### config.mk
export PLATFORM = sky130hd
export DESIGN_NAME = pitch_track_gap_filler_flat
export DESIGN_NICKNAME = d
export VERILOG_FILES = /design/src/hdl/ptgf_pkg.sv /design/src/hdl/ptgf_in_if.sv /design/src/hdl/ptgf_out_if.sv /design/src/hdl/pitch_track_gap_filler.sv /design/src/flat_wrapper.sv
export SDC_FILE = /design/constraint.sdc
export NUM_CORES = 1
export LEC_CHECK = 0
export BUFFER_PORTS_ARGS = -buffer_cell sky130_fd_sc_hd__buf_4
export CORE_MARGIN = 5
export CORE_UTILIZATION = 35
export CTS_BUF_LIST = sky130_fd_sc_hd__clkbuf_4 sky130_fd_sc_hd__clkbuf_8
export DETAILED_ROUTE_END_ITERATION = 7
export SLEW_MARGIN = 20
export SYNTH_ARGS = -nofsm -noshare
export SYNTH_HDL_FRONTEND = slang
export SYNTH_SLANG_ARGS = --single-unit
### constraint.sdc
create_clock -name clk -period 10.7 [get_ports clk]
set_input_delay 1.07 -clock clk [delete_from_list [all_inputs] [get_ports clk]]
set_output_delay 1.07 -clock clk [all_outputs]
set_load 0.005 [all_outputs]
### src/hdl/ptgf_pkg.sv
package ptgf_pkg;

    // Window geometry.
    localparam int WINDOW_LEN = 7;
    localparam int MID        = (WINDOW_LEN - 1) / 2;
    localparam int IDX_W      = $clog2(WINDOW_LEN);
    localparam int CNT_W      = $clog2(WINDOW_LEN + 1);

    // Signed Q5.11 samples.
    localparam int VAL_W    = 16;
    localparam int FRAC_W   = 11;
    localparam int DIFF_W   = VAL_W + 1;
    localparam int WIDE_W   = VAL_W + 3;
    localparam int E_W      = FRAC_W + 1;
    localparam int OCT_HALF = 1 << (FRAC_W - 1);

    // Interpolation step and its divider.
    localparam int MAG_W     = $clog2(MID * OCT_HALF + 1);
    localparam int PROD_W    = MAG_W + 1;
    localparam int DIV_STEPS = (MAG_W + 3) / 2;
    localparam int DIVQ_W    = 2 * DIV_STEPS;
    localparam int DEN_W     = IDX_W + 1;
    localparam int REM_W     = IDX_W + 2;
    localparam int STEP_W    = $clog2(DIV_STEPS);
    localparam int SUM_W     = VAL_W + 2;

    localparam logic signed [VAL_W-1:0] VAL_MAX = {1'b0, {(VAL_W-1){1'b1}}};
    localparam logic signed [VAL_W-1:0] VAL_MIN = {1'b1, {(VAL_W-1){1'b0}}};

    typedef enum logic [2:0] {
        S_IDLE,
        S_SCAN,
        S_OCT,
        S_PREP,
        S_DIV,
        S_SUM,
        S_DONE
    } state_t;

endpackage

### src/hdl/ptgf_in_if.sv
interface ptgf_in_if;
    logic                                   valid;
    logic                                   ready;
    logic                                   pitch_valid;
    logic signed [ptgf_pkg::VAL_W-1:0]      pitch_log2;

    modport source (output valid, output pitch_valid, output pitch_log2, input ready);
    modport sink   (input valid, input pitch_valid, input pitch_log2, output ready);
endinterface

### src/hdl/ptgf_out_if.sv
interface ptgf_out_if;
    logic                                   valid;
    logic                                   ready;
    logic                                   smoothed_valid;
    logic signed [ptgf_pkg::VAL_W-1:0]      smoothed_log2;

    modport source (output valid, output smoothed_valid, output smoothed_log2, input ready);
    modport sink   (input valid, input smoothed_valid, input smoothed_log2, output ready);
endinterface

### src/hdl/pitch_track_gap_filler.sv
// Every accepted word enters a seven-entry sliding window; once it is full each word yields
// one result word for the window centre. Reset empties the window and the output register.
// A result is loaded straight after the scan when the centre is valid or lacks a valid
// neighbour on a side, else after the two-bit-per-cycle divider has worked out the gap.
// Throughput: one word per cycle while filling, else one word at a time; a result that
// still waits in the output register holds the next one, and with it the input, back.
module pitch_track_gap_filler (
    input  logic            clk,
    input  logic            rst_n,
    ptgf_in_if.sink         pitch,
    ptgf_out_if.source      smoothed
);

    ptgf_pkg::state_t state_reg, state_next;

    logic signed [ptgf_pkg::VAL_W-1:0]  win_val_reg [ptgf_pkg::WINDOW_LEN];
    logic [ptgf_pkg::WINDOW_LEN-1:0]    win_vld_reg;
    logic [ptgf_pkg::CNT_W-1:0]         fill_reg;

    logic signed [ptgf_pkg::VAL_W-1:0]  a_reg, b_reg;
    logic [ptgf_pkg::IDX_W-1:0]         lw_reg, span_reg;
    logic signed [ptgf_pkg::E_W-1:0]    e_reg;
    logic                               neg_reg;
    logic [ptgf_pkg::DIVQ_W-1:0]        num_reg, quo_reg;
    logic [ptgf_pkg::DEN_W-1:0]         den_reg;
    logic [ptgf_pkg::REM_W-1:0]         rem_reg;
    logic [ptgf_pkg::STEP_W-1:0]        cnt_reg;
    logic                               res_vld_reg;
    logic signed [ptgf_pkg::VAL_W-1:0]  res_reg;

    logic                               out_valid_reg;
    logic                               out_sv_reg;
    logic signed [ptgf_pkg::VAL_W-1:0]  out_log2_reg;

    logic accept, last_fill, div_last, load_out, take_out;

    // Neighbour search.
    logic                               found_l, found_r;
    logic [ptgf_pkg::IDX_W-1:0]         idx_l, idx_r;
    logic signed [ptgf_pkg::VAL_W-1:0]  val_l, val_r;

    // Octave fold.
    logic signed [ptgf_pkg::DIFF_W-1:0] d_w;
    logic [ptgf_pkg::DIFF_W-1:0]        d_mag;
    logic [ptgf_pkg::DIFF_W:0]          oct_sum;
    logic signed [ptgf_pkg::WIDE_W-1:0] oct_shift, e_full;

    // Divider set-up and step.
    logic signed [ptgf_pkg::PROD_W-1:0] prod_w;
    logic [ptgf_pkg::MAG_W-1:0]         prod_mag;
    logic [ptgf_pkg::REM_W-1:0]         rem_w;
    logic [ptgf_pkg::DIVQ_W-1:0]        num_w, quo_w;

    // Final sum.
    logic signed [ptgf_pkg::SUM_W-1:0]  step_w, sum_w;
    logic signed [ptgf_pkg::VAL_W-1:0]  sat_w;

    assign accept    = pitch.valid && pitch.ready;
    assign last_fill = (fill_reg >= ptgf_pkg::CNT_W'(ptgf_pkg::WINDOW_LEN - 1));
    assign div_last  = (cnt_reg == ptgf_pkg::STEP_W'(ptgf_pkg::DIV_STEPS - 1));
    assign take_out  = smoothed.valid && smoothed.ready;

    // Next-state logic.
    always_comb
    begin
        state_next = state_reg;
        unique case (state_reg)
            ptgf_pkg::S_IDLE:
            begin
                if (accept && last_fill)
                begin
                    state_next = ptgf_pkg::S_SCAN;
                end
            end
            ptgf_pkg::S_SCAN:
            begin
                if (win_vld_reg[ptgf_pkg::MID] || !found_l || !found_r)
                begin
                    state_next = ptgf_pkg::S_DONE;
                end
                else
                begin
                    state_next = ptgf_pkg::S_OCT;
                end
            end
            ptgf_pkg::S_OCT:  state_next = ptgf_pkg::S_PREP;
            ptgf_pkg::S_PREP: state_next = ptgf_pkg::S_DIV;
            ptgf_pkg::S_DIV:
            begin
                if (div_last)
                begin
                    state_next = ptgf_pkg::S_SUM;
                end
            end
            ptgf_pkg::S_SUM:  state_next = ptgf_pkg::S_DONE;
            ptgf_pkg::S_DONE:
            begin
                if (!out_valid_reg || smoothed.ready)
                begin
                    state_next = ptgf_pkg::S_IDLE;
                end
            end
            default: state_next = ptgf_pkg::S_IDLE;
        endcase
    end

    // Output and strobe logic.
    always_comb
    begin
        pitch.ready = 1'b0;
        load_out    = 1'b0;
        unique case (state_reg)
            ptgf_pkg::S_IDLE: pitch.ready = 1'b1;
            ptgf_pkg::S_DONE: load_out    = !out_valid_reg || smoothed.ready;
            default:
            begin
                pitch.ready = 1'b0;
                load_out    = 1'b0;
            end
        endcase
    end

    always_ff @(posedge clk or negedge rst_n)
    begin
        if (!rst_n)
        begin
            state_reg     <= ptgf_pkg::S_IDLE;
            win_vld_reg   <= '0;
            fill_reg      <= '0;
            out_valid_reg <= 1'b0;
        end
        else
        begin
            state_reg <= state_next;
            if (accept)
            begin
                win_vld_reg <= {pitch.pitch_valid, win_vld_reg[ptgf_pkg::WINDOW_LEN-1:1]};
                if (fill_reg < ptgf_pkg::CNT_W'(ptgf_pkg::WINDOW_LEN))
                begin
                    fill_reg <= fill_reg + 1'b1;
                end
            end
            if (load_out)
            begin
                out_valid_reg <= 1'b1;
            end
            else if (take_out)
            begin
                out_valid_reg <= 1'b0;
            end
        end
    end

    // Index 0 holds the oldest word.
    always_ff @(posedge clk)
    begin
        if (accept)
        begin
            for (int k = 0; k < ptgf_pkg::WINDOW_LEN - 1; k++)
            begin
                win_val_reg[k] <= win_val_reg[k+1];
            end
            win_val_reg[ptgf_pkg::WINDOW_LEN-1] <= pitch.pitch_log2;
        end
    end

    // Nearest valid entry on each side of the centre; later hits overwrite earlier ones.
    always_comb
    begin
        found_l = 1'b0;
        found_r = 1'b0;
        idx_l   = '0;
        idx_r   = '0;
        val_l   = '0;
        val_r   = '0;
        for (int k = 0; k < ptgf_pkg::MID; k++)
        begin
            if (win_vld_reg[k])
            begin
                found_l = 1'b1;
                idx_l   = ptgf_pkg::IDX_W'(k);
                val_l   = win_val_reg[k];
            end
        end
        for (int k = ptgf_pkg::WINDOW_LEN - 1; k > ptgf_pkg::MID; k--)
        begin
            if (win_vld_reg[k])
            begin
                found_r = 1'b1;
                idx_r   = ptgf_pkg::IDX_W'(k);
                val_r   = win_val_reg[k];
            end
        end
    end

    // Fold the right neighbour by the nearest whole octave, ties away from zero.
    always_comb
    begin
        d_w       = ptgf_pkg::DIFF_W'(b_reg) - ptgf_pkg::DIFF_W'(a_reg);
        d_mag     = d_w[ptgf_pkg::DIFF_W-1] ? ptgf_pkg::DIFF_W'(-d_w) : ptgf_pkg::DIFF_W'(d_w);
        oct_sum   = (ptgf_pkg::DIFF_W+1)'(d_mag) + (ptgf_pkg::DIFF_W+1)'(ptgf_pkg::OCT_HALF);
        oct_shift = $signed({1'b0, oct_sum[ptgf_pkg::DIFF_W:ptgf_pkg::FRAC_W],
                             {ptgf_pkg::FRAC_W{1'b0}}});
        if (d_w[ptgf_pkg::DIFF_W-1])
        begin
            e_full = ptgf_pkg::WIDE_W'(d_w) + oct_shift;
        end
        else
        begin
            e_full = ptgf_pkg::WIDE_W'(d_w) - oct_shift;
        end
    end

    always_comb
    begin
        prod_w   = $signed({1'b0, lw_reg}) * ptgf_pkg::PROD_W'(e_reg);
        prod_mag = prod_w[ptgf_pkg::PROD_W-1] ? ptgf_pkg::MAG_W'(-prod_w)
                                              : ptgf_pkg::MAG_W'(prod_w);
    end

    // Two restoring division steps per cycle.
    always_comb
    begin
        rem_w = rem_reg;
        num_w = num_reg;
        quo_w = quo_reg;
        for (int s = 0; s < 2; s++)
        begin
            rem_w = {rem_w[ptgf_pkg::REM_W-2:0], num_w[ptgf_pkg::DIVQ_W-1]};
            num_w = {num_w[ptgf_pkg::DIVQ_W-2:0], 1'b0};
            if (rem_w >= ptgf_pkg::REM_W'(den_reg))
            begin
                rem_w = rem_w - ptgf_pkg::REM_W'(den_reg);
                quo_w = {quo_w[ptgf_pkg::DIVQ_W-2:0], 1'b1};
            end
            else
            begin
                quo_w = {quo_w[ptgf_pkg::DIVQ_W-2:0], 1'b0};
            end
        end
    end

    always_comb
    begin
        step_w = neg_reg ? -ptgf_pkg::SUM_W'(quo_reg) : ptgf_pkg::SUM_W'(quo_reg);
        sum_w  = ptgf_pkg::SUM_W'(a_reg) + step_w;
        if (sum_w > ptgf_pkg::SUM_W'(ptgf_pkg::VAL_MAX))
        begin
            sat_w = ptgf_pkg::VAL_MAX;
        end
        else if (sum_w < ptgf_pkg::SUM_W'(ptgf_pkg::VAL_MIN))
        begin
            sat_w = ptgf_pkg::VAL_MIN;
        end
        else
        begin
            sat_w = sum_w[ptgf_pkg::VAL_W-1:0];
        end
    end

    always_ff @(posedge clk)
    begin
        unique case (state_reg)
            ptgf_pkg::S_SCAN:
            begin
                a_reg    <= val_l;
                b_reg    <= val_r;
                lw_reg   <= ptgf_pkg::IDX_W'(ptgf_pkg::MID) - idx_l;
                span_reg <= idx_r - idx_l;
                if (win_vld_reg[ptgf_pkg::MID])
                begin
                    res_vld_reg <= 1'b1;
                    res_reg     <= win_val_reg[ptgf_pkg::MID];
                end
                else
                begin
                    res_vld_reg <= found_l && found_r;
                    res_reg     <= '0;
                end
            end
            ptgf_pkg::S_OCT:
            begin
                e_reg <= e_full[ptgf_pkg::E_W-1:0];
            end
            ptgf_pkg::S_PREP:
            begin
                neg_reg <= prod_w[ptgf_pkg::PROD_W-1];
                num_reg <= ptgf_pkg::DIVQ_W'({prod_mag, 1'b0}) + ptgf_pkg::DIVQ_W'(span_reg);
                den_reg <= {span_reg, 1'b0};
                rem_reg <= '0;
                quo_reg <= '0;
                cnt_reg <= '0;
            end
            ptgf_pkg::S_DIV:
            begin
                rem_reg <= rem_w;
                num_reg <= num_w;
                quo_reg <= quo_w;
                cnt_reg <= cnt_reg + 1'b1;
            end
            ptgf_pkg::S_SUM:
            begin
                res_reg <= sat_w;
            end
            default:
            begin
            end
        endcase
        if (load_out)
        begin
            out_sv_reg   <= res_vld_reg;
            out_log2_reg <= res_reg;
        end
    end

    assign smoothed.valid          = out_valid_reg;
    assign smoothed.smoothed_valid = out_sv_reg;
    assign smoothed.smoothed_log2  = out_log2_reg;

endmodule

### src/flat_wrapper.sv
// flat-port wrapper written by rule: the top's interface ports become plain ports
module pitch_track_gap_filler_flat 
  (clk, rst_n, pitch_valid, pitch_pitch_valid, pitch_pitch_log2, pitch_ready, smoothed_valid, smoothed_smoothed_valid, smoothed_smoothed_log2, smoothed_ready);
  ptgf_in_if pitch_i ();
  ptgf_out_if smoothed_i ();
  input  logic clk;
  input  logic rst_n;
  input wire logic [$bits(pitch_i.valid)-1:0] pitch_valid;
  input wire logic [$bits(pitch_i.pitch_valid)-1:0] pitch_pitch_valid;
  input wire logic [$bits(pitch_i.pitch_log2)-1:0] pitch_pitch_log2;
  output wire logic [$bits(pitch_i.ready)-1:0] pitch_ready;
  output wire logic [$bits(smoothed_i.valid)-1:0] smoothed_valid;
  output wire logic [$bits(smoothed_i.smoothed_valid)-1:0] smoothed_smoothed_valid;
  output wire logic [$bits(smoothed_i.smoothed_log2)-1:0] smoothed_smoothed_log2;
  input wire logic [$bits(smoothed_i.ready)-1:0] smoothed_ready;
  assign pitch_i.valid = pitch_valid;
  assign pitch_i.pitch_valid = pitch_pitch_valid;
  assign pitch_i.pitch_log2 = pitch_pitch_log2;
  assign pitch_ready = pitch_i.ready;
  assign smoothed_valid = smoothed_i.valid;
  assign smoothed_smoothed_valid = smoothed_i.smoothed_valid;
  assign smoothed_smoothed_log2 = smoothed_i.smoothed_log2;
  assign smoothed_i.ready = smoothed_ready;
  pitch_track_gap_filler u_core (.clk(clk), .rst_n(rst_n), .pitch(pitch_i), .smoothed(smoothed_i));
endmodule
==> metrics.md <==
| Metric | Value |
|---|---|
| Critical path class | `flip-flop to flip-flop` |
| Core Box Area | `between 30000 and 40000 sq um` |
| Clock latency on the worst-skew pair | `0.57 ns` |
| Proportion of register bits with asynchronous set or reset after synthesis | `0.05645` |
| Number of instances in the synthesized netlist | `just over 1000` |
| Share of the core filled with cells | `0.3988` |
| Global-route wire length before repair | `between 40000 and 50000 microns` |
| Setup slack on the worst flop-to-flop path | `5.25 ns` |
| #FFs+latches synth | `248` |
| Arr. time, crit path | `5.76 ns` |
| Filler Cells Inserted | `roughly 3400` |
| Critical path destination | `u_core.num_reg[9]$_DFFE_PP_` |
| Clock slew at reported path FFs | `0.07 ns` |
| Final period util | `0.5095` |
| Final Wtd Congestion | `0.8982` |
| CTS tree | `built` |
| Max Cap Viol | `0` |
| Vias in the first global route | `7735` |
| Power share of the combinational group | `0.364` |
| Predominant post-synthesis flop cell | `sky130_fd_sc_hd__edfxtp_1` |
| Critical path launch point | `u_core.lw_reg[0]$_DFFE_PP_` |
| Number of vias after detailed routing | `7897` |
| Remaining max-slew budget at the tightest pin | `0.3199` |
| Setup skew after layout | `0.03774 ns` |
| Hold Violations, Final | `0` |
| Net count of the mapped netlist | `1127` |
| Sw Share | `0.3684` |
| Antenna Cells | `0` |
| H-tree Lvls | `2` |
| # DRC | `0` |
| TritonRoute pass-1 iters | `4` |
| Area of the multi-input gates | `4786 sq um` |
| Total Routed Length | `25550 microns` |
| Mapped Area | `12540 sq um` |
| Path depth of the worst reg2reg path | `19` |
| Total of hold buffers inserted after clock tree synthesis | `0` |
| Relative contribution of the clock network to total power | `0.217` |
| Initial antenna violation count | `0` |
| # clock sinks | `248` |
| Max FO, Critical Path | `14` |
| Startpoint of the worst-slack reg-to-reg timing path | `u_core.lw_reg[0]$_DFFE_PP_` |
| IO Count | `40` |
| Ys Warns | `0` |
| Share of final-layout standard cells stronger than drive strength 1 | `0.1275` |
| Buffers inserted during post-CTS setup optimization | `0` |
| HPWL after detailed placement | `18290 microns` |
| Capturing element type of the critical path | `flip-flop` |
| Gates resized, CTS repair | `0` |
| Hold WC Path Type | `primary input to async pin` |
| Sw Pwr | `1.461 mW` |
| Effective utilization at floorplan | `0.3534` |
| Post-synth cell types | `76` |
| Number of antenna-violating nets in the routed design | `0` |
| Floorplan die area | `between 30000 and 40000 sq um` |
| Area taken by flip-flops and latches | `7377 sq um` |
| Vias per Instance | `5.040` |
| Power consumption | `3.965 mW` |
| Number of failing setup endpoints in the final timing report | `0` |
| Status | `finished, final reports clean` |
| Summed negative setup slack over all endpoints | `0 ns` |
| Power density normalized to cell area | `280.2 nW/um^2` |
| Buffer cell driving the clock tree root | `sky130_fd_sc_hd__clkbuf_8` |
| Number of core rows | `69` |
| Die Width | `199.3 microns` |
| Sequential fraction of design power | `0.420` |
| Highest clock frequency the design can meet | `183.4 MHz` |
| RSZ-0062 raised after global routing | `no` |
| Crit path required time | `11.01 ns` |
| Area growth from synthesis to layout | `12.84%` |
| Post-layout minimum cycle time | `5.452 ns` |
| Crit start category | `flip-flop` |
| Count of input and output buffers | `39` |
| Mapped Avg Cell Area | `roughly 12 sq um` |
| Number of nets at the end of the flow | `1172` |
| Vertical die dimension | `199.3 microns` |
| WL per Instance | `16.30 microns` |
| Number of synthesized flops with an enable pin | `about 230` |
| Largest net degree at the start of global routing | `88` |
| Lkg Pwr | `5.293 nW` |
| Capture instance of the worst register-to-register path | `u_core.num_reg[9]$_DFFE_PP_` |
| Overflow left after global routing | `0` |
| Count of pins over their slew limit | `0` |
| Number of flip-flops in the largest register | `112` |
| Sequential share of the synthesized area | `0.5882` |
| Worst Tran Pin Value | `~1 ns` |
| Initial drt markers | `463` |
| Maximum vdd ir drop | `about 0.12 mV` |
| Internal power consumption | `2.504 mW` |
| Overall track demand over capacity in global routing | `0.1267` |
| CTS buffer count | `40` |
| Max Buffers Root-to-Sink | `3` |
==> critical path, stage by stage, from the launching register on <==
cell	delay (ns)
sky130_fd_sc_hd__edfxtp_1	0.54
sky130_fd_sc_hd__and2_1	0.21
sky130_fd_sc_hd__ha_1	0.29
sky130_fd_sc_hd__ha_1	0.24
sky130_fd_sc_hd__inv_1	0.08
sky130_fd_sc_hd__fa_1	0.23
sky130_fd_sc_hd__and2b_1	0.22
sky130_fd_sc_hd__o2111ai_1	0.30
sky130_fd_sc_hd__a21boi_1	0.15
sky130_fd_sc_hd__nor3_1	0.37
sky130_fd_sc_hd__or2_2	0.28
sky130_fd_sc_hd__clkinv_1	0.26
sky130_fd_sc_hd__o21ai_0	0.40
sky130_fd_sc_hd__fa_1	0.37
sky130_fd_sc_hd__nand3_2	0.14
sky130_fd_sc_hd__a2111oi_4	0.36
sky130_fd_sc_hd__a211oi_2	0.12
sky130_fd_sc_hd__o31ai_1	0.28
sky130_fd_sc_hd__mux2i_1	0.12
sky130_fd_sc_hd__a211o_1	0.27
==> cells in the final DEF, fill, tap and decap left out, types with 5 or more instances in the layout <==
cell type                  count
sky130_fd_sc_hd__and3_1        8
sky130_fd_sc_hd__ha_1         69
sky130_fd_sc_hd__nand3_1       7
sky130_fd_sc_hd__clkbuf_4     10
sky130_fd_sc_hd__clkbuf_8     41
sky130_fd_sc_hd__nand2b_1     10
sky130_fd_sc_hd__nor2_1       46
sky130_fd_sc_hd__a31oi_1      12
sky130_fd_sc_hd__edfxtp_1    234
sky130_fd_sc_hd__nor2b_1      11
sky130_fd_sc_hd__a22oi_1      35
sky130_fd_sc_hd__and2_1       38
sky130_fd_sc_hd__o31ai_1      12
sky130_fd_sc_hd__dfrtp_1      14
sky130_fd_sc_hd__a221o_1      10
sky130_fd_sc_hd__xnor2_1      43
sky130_fd_sc_hd__buf_4        45
sky130_fd_sc_hd__a21oi_1      50
sky130_fd_sc_hd__o21a_1        8
sky130_fd_sc_hd__inv_1        55
sky130_fd_sc_hd__nand2_1     100
sky130_fd_sc_hd__nor3_1       14
sky130_fd_sc_hd__clkinv_2      6
sky130_fd_sc_hd__xor2_1       17
sky130_fd_sc_hd__or2_2         7
sky130_fd_sc_hd__clkinv_1     11
sky130_fd_sc_hd__o21ai_0      68
sky130_fd_sc_hd__a21o_1       14
sky130_fd_sc_hd__fa_1          7
sky130_fd_sc_hd__a211oi_1      5
sky130_fd_sc_hd__nor4_1        6
==> synthesized netlist by cell type, drive strengths merged, types with 3 or more instances <==
| cell type | count | area share |
|---|---|---|
| a211o | 3 | 0.0021 |
| a211oi | 7 | 0.0050 |
| a21boi | 5 | 0.0030 |
| a21o | 14 | 0.0084 |
| a21oi | 51 | 0.021 |
| a221o | 10 | 0.0080 |
| a22o | 4 | 0.0028 |
| a22oi | 35 | 0.021 |
| a31oi | 12 | 0.0060 |
| and2 | 38 | 0.019 |
| and3 | 8 | 0.0040 |
| and4 | 3 | 0.0021 |
| buf | 9 | 0.0038 |
| clkbuf | 34 | 0.010 |
| dfrtp | 14 | 0.028 |
| edfxtp | 234 | 0.56 |
| fa | 7 | 0.011 |
| ha | 69 | 0.069 |
| inv | 55 | 0.016 |
| mux2i | 3 | 0.0024 |
| nand2 | 100 | 0.030 |
| nand2b | 11 | 0.0061 |
| nand3 | 9 | 0.0044 |
| nand4 | 4 | 0.0020 |
| nor2 | 47 | 0.014 |
| nor2b | 12 | 0.0060 |
| nor3 | 16 | 0.0068 |
| nor4 | 6 | 0.0030 |
| o2111ai | 3 | 0.0021 |
| o21a | 8 | 0.0048 |
| o21ai | 75 | 0.031 |
| o21bai | 4 | 0.0024 |
| o31ai | 13 | 0.0082 |
| or2 | 7 | 0.0035 |
| or3 | 6 | 0.0038 |
| or4 | 3 | 0.0018 |
| xnor2 | 45 | 0.033 |
| xor2 | 18 | 0.013 |
==> how the worst min path moves through the flow <==
stage / start / to / slack (ns) / cells past startpoint
final: rst_n / u_core.state_reg[2]$_DFFE_PN0P_ / 0.37 / 1
after global routing: rst_n / u_core.state_reg[2]$_DFFE_PN0P_ / 0.36 / 1
after CTS: rst_n / u_core.state_reg[2]$_DFFE_PN0P_ / 0.34 / 1
after detailed placement: u_core.res_reg[3]$_DFFE_PP_ / u_core.smoothed.smoothed_log2[3]$_DFFE_PP_ / 0.41 / 0
after global placement: u_core.res_reg[9]$_DFFE_PP_ / u_core.smoothed.smoothed_log2[9]$_DFFE_PP_ / 0.40 / 0
after floorplan: u_core.res_reg[0]$_DFFE_PP_ / u_core.smoothed.smoothed_log2[0]$_DFFE_PP_ / 0.40 / 0
==> cell families after synthesis <==
logic type | count (synthesis) | share of synthesized area
xor gates and xnor gates | 63 | 0.04579
adders and majority gates | 76 | 0.08002
buffers and inverters | 100 | 0.03103
muxes | 4 | 0.003292
DFF | 248 | 0.5882
AOI/OAI and AO/OA | 265 | 0.1425
and+or+nand+nor | 274 | 0.1091
==> cell type report <==
class,count,share of cell area
inverter,57,0.01530
sequential,248,0.5213
multi-input combinational,682,0.3382
tap,461,0.04076
clock inverter,22,0.01459
clock buffer,51,0.04518
timing repair buffer,46,0.02467
==> power groups by stage <==
stage	registers [mW]	clock network [mW]	logic (mW)
3_5_place_dp	1.68	0	1.45
5_1_grt	1.70	0.931	1.63
4_1_cts	1.67	0.888	1.45
2_1_floorplan	1.59	0	1.15
6_report	1.66	0.860	1.44
3_3_place_gp	1.68	0	1.42
==> layer usage <==
metal,vias up,track usage,wire length [microns]
li1,3931,-,-
met3,48,0.02175,1047
met4,0,0.04762,812
met1,3761,0.1853,12540
met2,157,0.1893,11150
met5,-,0,0
==> per-stage QoR <==
step	area, sq um	setup slack [ns]	instances	hold WS (ns)
2_1_floorplan	12540	5.791	1030	0.4003
3_3_place_gp	13300	5.445	1494	0.4048
3_5_place_dp	13300	5.281	1494	0.4054
4_1_cts	14140	5.287	1567	0.3392
5_1_grt	14150	4.852	1567	0.3568
6_report	14150	5.248	1567	0.3726
Note: power is estimated with default switching activity, not from simulation.
